[src/sv/b64sd_pkg.sv]
// Package for the base64 stream decoder: item types, character codes, alphabet lookup.
package b64sd_pkg;

  typedef struct packed {
    logic [7:0] text_char;
    logic       string_start;
  } text_item_t;

  typedef struct packed {
    logic [7:0]  data_byte;
    logic [1:0]  result_kind;
    logic [11:0] byte_count;
    logic        last_of_run;
  } result_item_t;

  localparam logic [1:0] KIND_DATA = 2'd0;
  localparam logic [1:0] KIND_OK   = 2'd1;
  localparam logic [1:0] KIND_BAD  = 2'd2;

  localparam logic [7:0] CHAR_NUL   = 8'h00;
  localparam logic [7:0] CHAR_CR    = 8'h0D;
  localparam logic [7:0] CHAR_SPACE = 8'h20;
  localparam logic [7:0] CHAR_PLUS  = 8'h2B;
  localparam logic [7:0] CHAR_SLASH = 8'h2F;
  localparam logic [7:0] CHAR_PAD   = 8'h3D;

  localparam logic [5:0] SEXTET_PLUS  = 6'd62;
  localparam logic [5:0] SEXTET_SLASH = 6'd63;
  localparam logic [6:0] NOT_SEXTET   = 7'd64;

  localparam int Q_DEPTH     = 8;
  localparam int Q_ADDR_BITS = 3;
  localparam int Q_CNT_BITS  = 4;

  // bit 6 set marks a character outside the alphabet
  function automatic logic [6:0] sextet_of(input logic [7:0] c);
    logic [7:0] d;
    if (c >= 8'h41 && c <= 8'h5A) begin
      d = c - 8'h41;
    end else if (c >= 8'h61 && c <= 8'h7A) begin
      d = c - 8'h47;
    end else if (c >= 8'h30 && c <= 8'h39) begin
      d = c + 8'h04;
    end else if (c == CHAR_PLUS) begin
      d = {2'b00, SEXTET_PLUS};
    end else if (c == CHAR_SLASH) begin
      d = {2'b00, SEXTET_SLASH};
    end else begin
      d = {1'b0, NOT_SEXTET};
    end
    return d[6:0];
  endfunction

endpackage

[src/sv/base64_stream_decoder.sv]
// Top level of the base64 stream decoder: input register, group decode, result queue.
//
//   channel  | valid        | stall        | payload
//   ---------+--------------+--------------+----------------------------
//   text     | text_valid   | text_stall   | text_item   (text_item_t)
//   result   | result_valid | result_stall | result_item (result_item_t)
//
// One text item per cycle enters the input register while text_stall is low. The
// registered item is decoded combinationally and written as zero to three result
// items into an eight-entry result queue. Results leave the queue one per cycle
// while result_stall is low. text_stall rises while a registered item waits for
// three free queue slots, so a stalled result side backs up into the text side.
// Reset (rst, synchronous) empties the queue and waits for a string start.
module base64_stream_decoder #(
  parameter int COUNT_BITS = 12
) (
  input  logic                  clk,
  input  logic                  rst,
  input  logic                  text_valid,
  output logic                  text_stall,
  input  b64sd_pkg::text_item_t text_item,
  output logic                  result_valid,
  input  logic                  result_stall,
  output b64sd_pkg::result_item_t result_item
);
  import b64sd_pkg::*;

  text_item_t item_q;
  logic       item_vld;
  logic       fire;

  logic [1:0]            grp_pos, grp_pos_next;
  logic [17:0]           held, held_next;
  logic                  third_pad, third_pad_next;
  logic                  plus_pend, plus_pend_next;
  logic                  at_head, at_head_next;
  logic                  finished, finished_next;
  logic [COUNT_BITS-1:0] cnt, cnt_next;

  logic [1:0]            pos_e;
  logic [17:0]           held_e;
  logic                  tp_e;
  logic                  head_e;
  logic [COUNT_BITS-1:0] cnt_e;
  logic                  run;
  logic [7:0]            c;
  logic [6:0]            sx;
  logic [5:0]            v6;
  logic                  bad;
  logic                  pad;
  logic [1:0]            nbytes;
  logic                  fin;
  logic [1:0]            fin_kind;
  logic [1:0]            nres;
  logic [7:0]            bytes [3];
  logic [COUNT_BITS-1:0] kcnt [3];
  logic [COUNT_BITS-1:0] cnt_after;
  result_item_t          res [3];

  result_item_t          mem [Q_DEPTH];
  logic [Q_ADDR_BITS-1:0] wr, rd;
  logic [Q_CNT_BITS-1:0]  qcnt;
  logic                   pop;

  function automatic logic [COUNT_BITS-1:0] sat_inc(input logic [COUNT_BITS-1:0] x);
    logic [COUNT_BITS-1:0] one;
    one = {{(COUNT_BITS-1){1'b0}}, 1'b1};
    return (&x) ? x : x + one;
  endfunction

  function automatic logic [11:0] out_count(input logic [COUNT_BITS-1:0] x);
    logic [COUNT_BITS+11:0] e;
    e = {12'd0, x};
    return e[11:0];
  endfunction

  assign fire       = item_vld && (qcnt <= Q_CNT_BITS'(Q_DEPTH - 3));
  assign text_stall = item_vld && !fire;

  always_ff @(posedge clk) begin
    if (rst) begin
      item_vld <= 1'b0;
    end else if (!text_stall) begin
      item_vld <= text_valid;
    end
    if (!text_stall && text_valid) begin
      item_q <= text_item;
    end
  end

  assign c   = item_q.text_char;
  assign sx  = sextet_of(c);
  assign v6  = sx[5:0];
  assign bad = sx[6];
  assign pad = (c == CHAR_PAD);

  always_comb begin
    grp_pos_next   = grp_pos;
    held_next      = held;
    third_pad_next = third_pad;
    plus_pend_next = plus_pend;
    at_head_next   = at_head;
    finished_next  = finished;
    cnt_next       = cnt;
    pos_e          = grp_pos;
    held_e         = held;
    tp_e           = third_pad;
    head_e         = at_head;
    cnt_e          = cnt;
    run            = 1'b0;
    nbytes         = 2'd0;
    fin            = 1'b0;
    fin_kind       = KIND_OK;

    if (item_q.string_start) begin
      finished_next  = 1'b0;
      plus_pend_next = (c == CHAR_PLUS);
      pos_e          = 2'd0;
      held_e         = 18'd0;
      tp_e           = 1'b0;
      head_e         = 1'b1;
      cnt_e          = '0;
      run            = (c != CHAR_PLUS);
    end else if (finished) begin
      run = 1'b0;
    end else if (plus_pend) begin
      plus_pend_next = 1'b0;
      if (c != CHAR_SPACE) begin
        run    = 1'b1;
        head_e = 1'b0;
        pos_e  = 2'd1;
        held_e = {SEXTET_PLUS, 12'd0};
        tp_e   = 1'b0;
      end
    end else begin
      run = 1'b1;
    end

    if (item_q.string_start || run) begin
      grp_pos_next   = pos_e;
      held_next      = held_e;
      third_pad_next = tp_e;
      at_head_next   = head_e;
      cnt_next       = cnt_e;
    end

    if (run) begin
      if (head_e && c == CHAR_CR) begin
        fin = 1'b1;
      end else if (!head_e && pos_e == 2'd0 && (c == CHAR_NUL || c == CHAR_CR)) begin
        fin = 1'b1;
      end else begin
        at_head_next = 1'b0;
        case (pos_e) inside
          2'd0, 2'd1: begin
            if (bad) begin
              fin      = 1'b1;
              fin_kind = KIND_BAD;
            end else begin
              held_next    = held_e | ((pos_e == 2'd0) ? {v6, 12'd0} : {6'd0, v6, 6'd0});
              grp_pos_next = pos_e + 2'd1;
            end
          end
          2'd2: begin
            if (pad) begin
              third_pad_next = 1'b1;
            end else if (bad) begin
              fin      = 1'b1;
              fin_kind = KIND_BAD;
            end else begin
              held_next = held_e | {12'd0, v6};
            end
            grp_pos_next = 2'd3;
          end
          default: begin
            if (!pad && bad) begin
              fin      = 1'b1;
              fin_kind = KIND_BAD;
            end else begin
              nbytes         = tp_e ? 2'd1 : (pad ? 2'd2 : 2'd3);
              grp_pos_next   = 2'd0;
              held_next      = 18'd0;
              third_pad_next = 1'b0;
              fin            = pad;
            end
          end
        endcase
      end
    end

    if (fin) begin
      finished_next = 1'b1;
    end

    bytes[0] = {held_e[17:12], held_e[11:10]};
    bytes[1] = {held_e[9:6], held_e[5:2]};
    bytes[2] = {held_e[1:0], pad ? 6'd0 : v6};
    kcnt[0]  = sat_inc(cnt_e);
    kcnt[1]  = sat_inc(kcnt[0]);
    kcnt[2]  = sat_inc(kcnt[1]);

    case (nbytes)
      2'd0:    cnt_after = cnt_e;
      2'd1:    cnt_after = kcnt[0];
      2'd2:    cnt_after = kcnt[1];
      default: cnt_after = kcnt[2];
    endcase
    if (run) begin
      cnt_next = cnt_after;
    end

    nres = nbytes + {1'b0, fin};
    for (int i = 0; i < 3; i++) begin
      if (2'(i) < nbytes) begin
        res[i].data_byte   = bytes[i];
        res[i].result_kind = KIND_DATA;
        res[i].byte_count  = out_count(kcnt[i]);
      end else begin
        res[i].data_byte   = 8'd0;
        res[i].result_kind = fin_kind;
        res[i].byte_count  = out_count(cnt_after);
      end
      res[i].last_of_run = (2'(i + 1) == nres);
    end
  end

  always_ff @(posedge clk) begin
    if (rst) begin
      grp_pos   <= 2'd0;
      held      <= 18'd0;
      third_pad <= 1'b0;
      plus_pend <= 1'b0;
      at_head   <= 1'b1;
      finished  <= 1'b1;
      cnt       <= '0;
    end else if (fire) begin
      grp_pos   <= grp_pos_next;
      held      <= held_next;
      third_pad <= third_pad_next;
      plus_pend <= plus_pend_next;
      at_head   <= at_head_next;
      finished  <= finished_next;
      cnt       <= cnt_next;
    end
  end

  assign result_valid = (qcnt != '0);
  assign result_item  = mem[rd];
  assign pop          = result_valid && !result_stall;

  always_ff @(posedge clk) begin
    if (fire) begin
      for (int i = 0; i < 3; i++) begin
        if (2'(i) < nres) begin
          mem[wr + Q_ADDR_BITS'(i)] <= res[i];
        end
      end
    end
  end

  always_ff @(posedge clk) begin
    if (rst) begin
      wr   <= '0;
      rd   <= '0;
      qcnt <= '0;
    end else begin
      if (fire) begin
        wr <= wr + Q_ADDR_BITS'(nres);
      end
      if (pop) begin
        rd <= rd + {{(Q_ADDR_BITS-1){1'b0}}, 1'b1};
      end
      qcnt <= qcnt + (fire ? Q_CNT_BITS'(nres) : '0) - Q_CNT_BITS'(pop);
    end
  end

endmodule

[config.mk]
export PLATFORM = sky130hd
export DESIGN_NAME = base64_stream_decoder
export DESIGN_NICKNAME = d
export VERILOG_FILES = /design/src/sv/b64sd_pkg.sv /design/src/sv/base64_stream_decoder.sv
export SDC_FILE = /design/constraint.sdc
export NUM_CORES = 1
export LEC_CHECK = 0
export ABC_AREA = 1
export BUFFER_PORTS_ARGS = -buffer_cell sky130_fd_sc_hd__buf_2
export CAP_MARGIN = 25
export CORE_UTILIZATION = 35
export DETAILED_ROUTE_END_ITERATION = 10
export SLEW_MARGIN = 20
export SYNTH_ARGS = -nofsm -noshare
export SYNTH_HDL_FRONTEND = slang
export SYNTH_SLANG_ARGS = --single-unit
export TNS_END_PERCENT = 50
[constraint.sdc]
create_clock -name clk -period 5.5 [get_ports clk]
set_input_delay 0.275 -clock clk [delete_from_list [all_inputs] [get_ports clk]]
set_output_delay 0.275 -clock clk [all_outputs]
set_load 0.01 [all_outputs]
==> results by group <==
Setup path
  • Critical path type: reg2reg
  • CP Max Fanout: 19
  • Worst setup EP type: register
  • Worst Path Arrival: 5330 ps
  • WP data required: 5780 ps
  • CP max stage delay: 500 ps
  • Delay-heaviest family, CP: simple AND/OR/NAND/NOR gates
  • CP dominant cell by count: nand2_2
  • Worst path buffer plus inverter count: 6
  • Critical Path Source Type: register
  • Crit path max-delay cell type: edfxtp_1

Place
  • IO buf count: 37
  • Post-DP HPWL: 43820 microns
  • Pre-CTS WS: 179.9 ps
  • GPL Wtd Cong: 0.9736

Routing
  • # DRC: 0
  • Wire per inst: 20.86 microns
  • Post-Route WL: 63270 microns
  • Drt initial violations: 2007
  • Vias per inst: 5.582
  • DRT antenna net count: 0
  • Via count: 16930
  • First-pass DRT Iterations: 6

Final layout
  • Leading cell type in the layout, fill and taps excluded: nand2_1
  • Most frequent cells in the layout: nand2_1 (718), nor2_1 (322), nand3_1 (259)
  • Post-layout net count: 2439
  • Share of layout cells above drive strength 1: 11.58%
  • Area Growth Syn to Fin: 10.35%
  • N_diodes: 0

Floorplan
  • Die W: 222.2 microns
  • Io pins: 38
  • Core area: 47750 sq um
  • Die ar.: 49350 sq um
  • Initial Utilization: 35.53%
  • Rows: 80
  • Die height: 222.2 microns

Global route
  • Global-route wire length before repair: 96100 microns
  • Routing usage on met1: 33.94%
  • Antenna violations before repair: 0
  • Vias in the first global route: 15870
  • Largest net degree at the start of global routing: 50
  • Total grt overflow: 0
  • Global Route met2 Usage: 40.55%
  • Gr busiest metal: met2
  • Met3 Usage GRT: 4.347%
  • All-Layer GR Usage: 25.25%

Synth
  • Mapped Cells: 2384
  • Avg Inst Size Synth: 7.116 sq um
  • Post-synth cell types: 59
  • Syn Std Cell Area: 16960 sq um
  • Yosys warning count: 0
  • Post-Syn Nets: 2425
  • #FFs+latches synth: 243
  • Sequential area share after synthesis: 40.06%

Clock tree
  • H-tree level count: 1
  • CTS tree: done
  • CTS root buf: clkbuf_16
  • Clock sinks: 243
  • Total CTS buffers: 27
  • Clk buf depth: 3
  • Worst-path clk slew: 60 ps
  • Worst skew pair latency: 590 ps

STA
  • Slew HR: 31.59%
  • Max Clk Rate: 0.1978 GHz
  • RSZ-0062 raised after global routing: no
  • Final setup TNS: 0 ps
  • Final number of setup-violating endpoints: 0
  • Clock Skew: 47.39 ps
  • Tcrit/Tclk final: 91.93%
  • Fin worst setup slack: 443.9 ps
  • Count of pins over their slew limit: 0
  • Hold Fails Final Rpt: 0
  • Worst slew pin tran: 1025 ps
  • Min cycle time layout: 5056 ps

Flow run
  • Max-cap violations: 0

Power
  • LEAKAGE: 7.391 nW
  • Maximum VDD drop: 214.6 uV
  • Total power: 5.607 mW
  • Power per cell area: 299.5 nW/um^2

Hold path
  • Hold Crit Class: in2reg

Status
  • Status: finished clean
-- worst register-to-register path, stage by stage (launching register included) --
cell and delay [ps]:
edfxtp_1 500, inv_6 200, nand2_2 120, inv_1 190
ha_1 260, nand2_1 120, nor2_4 250, nand3_4 240
nand2_1 140, nand2_2 150, inv_2 140, ha_1 220
nand2_1 150, nor2_4 190, nand3_1 150, nand2_1 100
nand2_2 200, ha_1 310, nand3_1 130, inv_1 70
nand2_2 100, inv_2 40, nand2_2 100, nand4_1 140
nand2_2 230, inv_2 130, nand2_1 80, nand3_1 110
-- metal layers --
metal / vias to the layer above / part of all wire, %
met2: 965 / 45
li1: 7969 / -
met1: 7836 / 41
met5: - / 0
met4: 0 / 3.4
met3: 160 / 11
-- cell usage after synthesis, drive strengths merged --
master / count / area share [%]
o2111ai: 1 / 0.052
a21o: 1 / 0.044
dfxtp: 50 / 5.9
xnor2: 3 / 0.15
o32ai: 1 / 0.052
nor3: 29 / 0.89
o21bai: 1 / 0.044
o311ai: 1 / 0.052
o22ai: 35 / 1.3
nand2: 773 / 18
ha: 26 / 1.9
nand3b: 1 / 0.044
o221ai: 4 / 0.21
o21a: 1 / 0.044
o31ai: 4 / 0.26
inv: 172 / 4.0
xor2: 11 / 0.61
nand4: 18 / 0.70
o211ai: 23 / 1.1
and2: 2 / 0.089
a22oi: 1 / 0.044
or2: 1 / 0.037
nand3: 270 / 8.4
buf: 59 / 2.5
fa: 2 / 0.24
edfxtp: 193 / 34
a21boi: 1 / 0.044
clkinv: 7 / 0.18
a221o: 1 / 0.059
nor2: 355 / 8.9
clkbuf: 51 / 1.1
a31oi: 26 / 0.96
o21ai: 199 / 6.0
a21oi: 61 / 1.9
-- cells by family after synthesis --
kind of cell | after synthesis | synth area share, %
AO/OA/AOI/OAI | 361 | 12.10
XOR/XNOR | 14 | 0.7671
adder cells (fa/ha/maj) | 28 | 2.154
buffers and inverters | 289 | 7.759
flip-flops | 243 | 40.06
AND/OR/NAND/NOR | 1449 | 37.16
-- path summary, 6_finish.rpt --
path                                   to  depth (start not counted)          from  slack, ps
worst min register to register  plus_pend                          2     plus_pend        460
worst max-delay path            mem[5][7]                         27     item_q[0]        440
worst max register to register  mem[5][7]                         27     item_q[0]        440
worst min-delay path             register                          3  result_stall         90
-- through the flow --
step	hold slack, ps	std cells	utilization, %	cell area (sq um)
floorplan	373.9	2384	-	16960
global placement	451.1	2972	37.13	17730
detailed placement	453.1	2972	37.13	17730
CTS	57.09	3031	39.16	18700
global route	100.2	3033	39.21	18720
finish	85.92	3033	39.21	18720
-- state kept, by name, indices dropped and copies added (netlist names), 2 cells and up, named ones only --
| name | cells |
|---|---|
| cnt | 12 |
| wr | 3 |
| mem | 184 |
| qcnt | 4 |
| rd | 3 |
| c | 8 |
| grp_pos | 2 |
| held | 18 |
-- where the power goes --
group / internal (mW) / switching (mW) / leakage (nW)
combinational: 0.483 / 1.12 / 4.89
sequential: 2.08 / 0.0888 / 2.08
clock: 1.04 / 0.793 / 0.416
total: 3.60 / 2.01 / 7.39
-- area by class of cell --
type,instances,area (sq um)
Fill cell,4896,29030
Clock inverter,19,183.9
Multi-Input combinational cell,1852,8856
Inverter,179,703.2
Clock buffer,30,686.9
Sequential cell,243,6799
Tap cell,615,769.5
Timing Repair Buffer,95,720.7
-- timing repair --
item                                   CTS  global route
setup endpoints to repair                0           126
buffers inserted                         0             2
hold buffers                            10             0
gates resized for setup                  0             4
endpoints found under the hold margin   10             0
(Power assumes the default switching activity.)
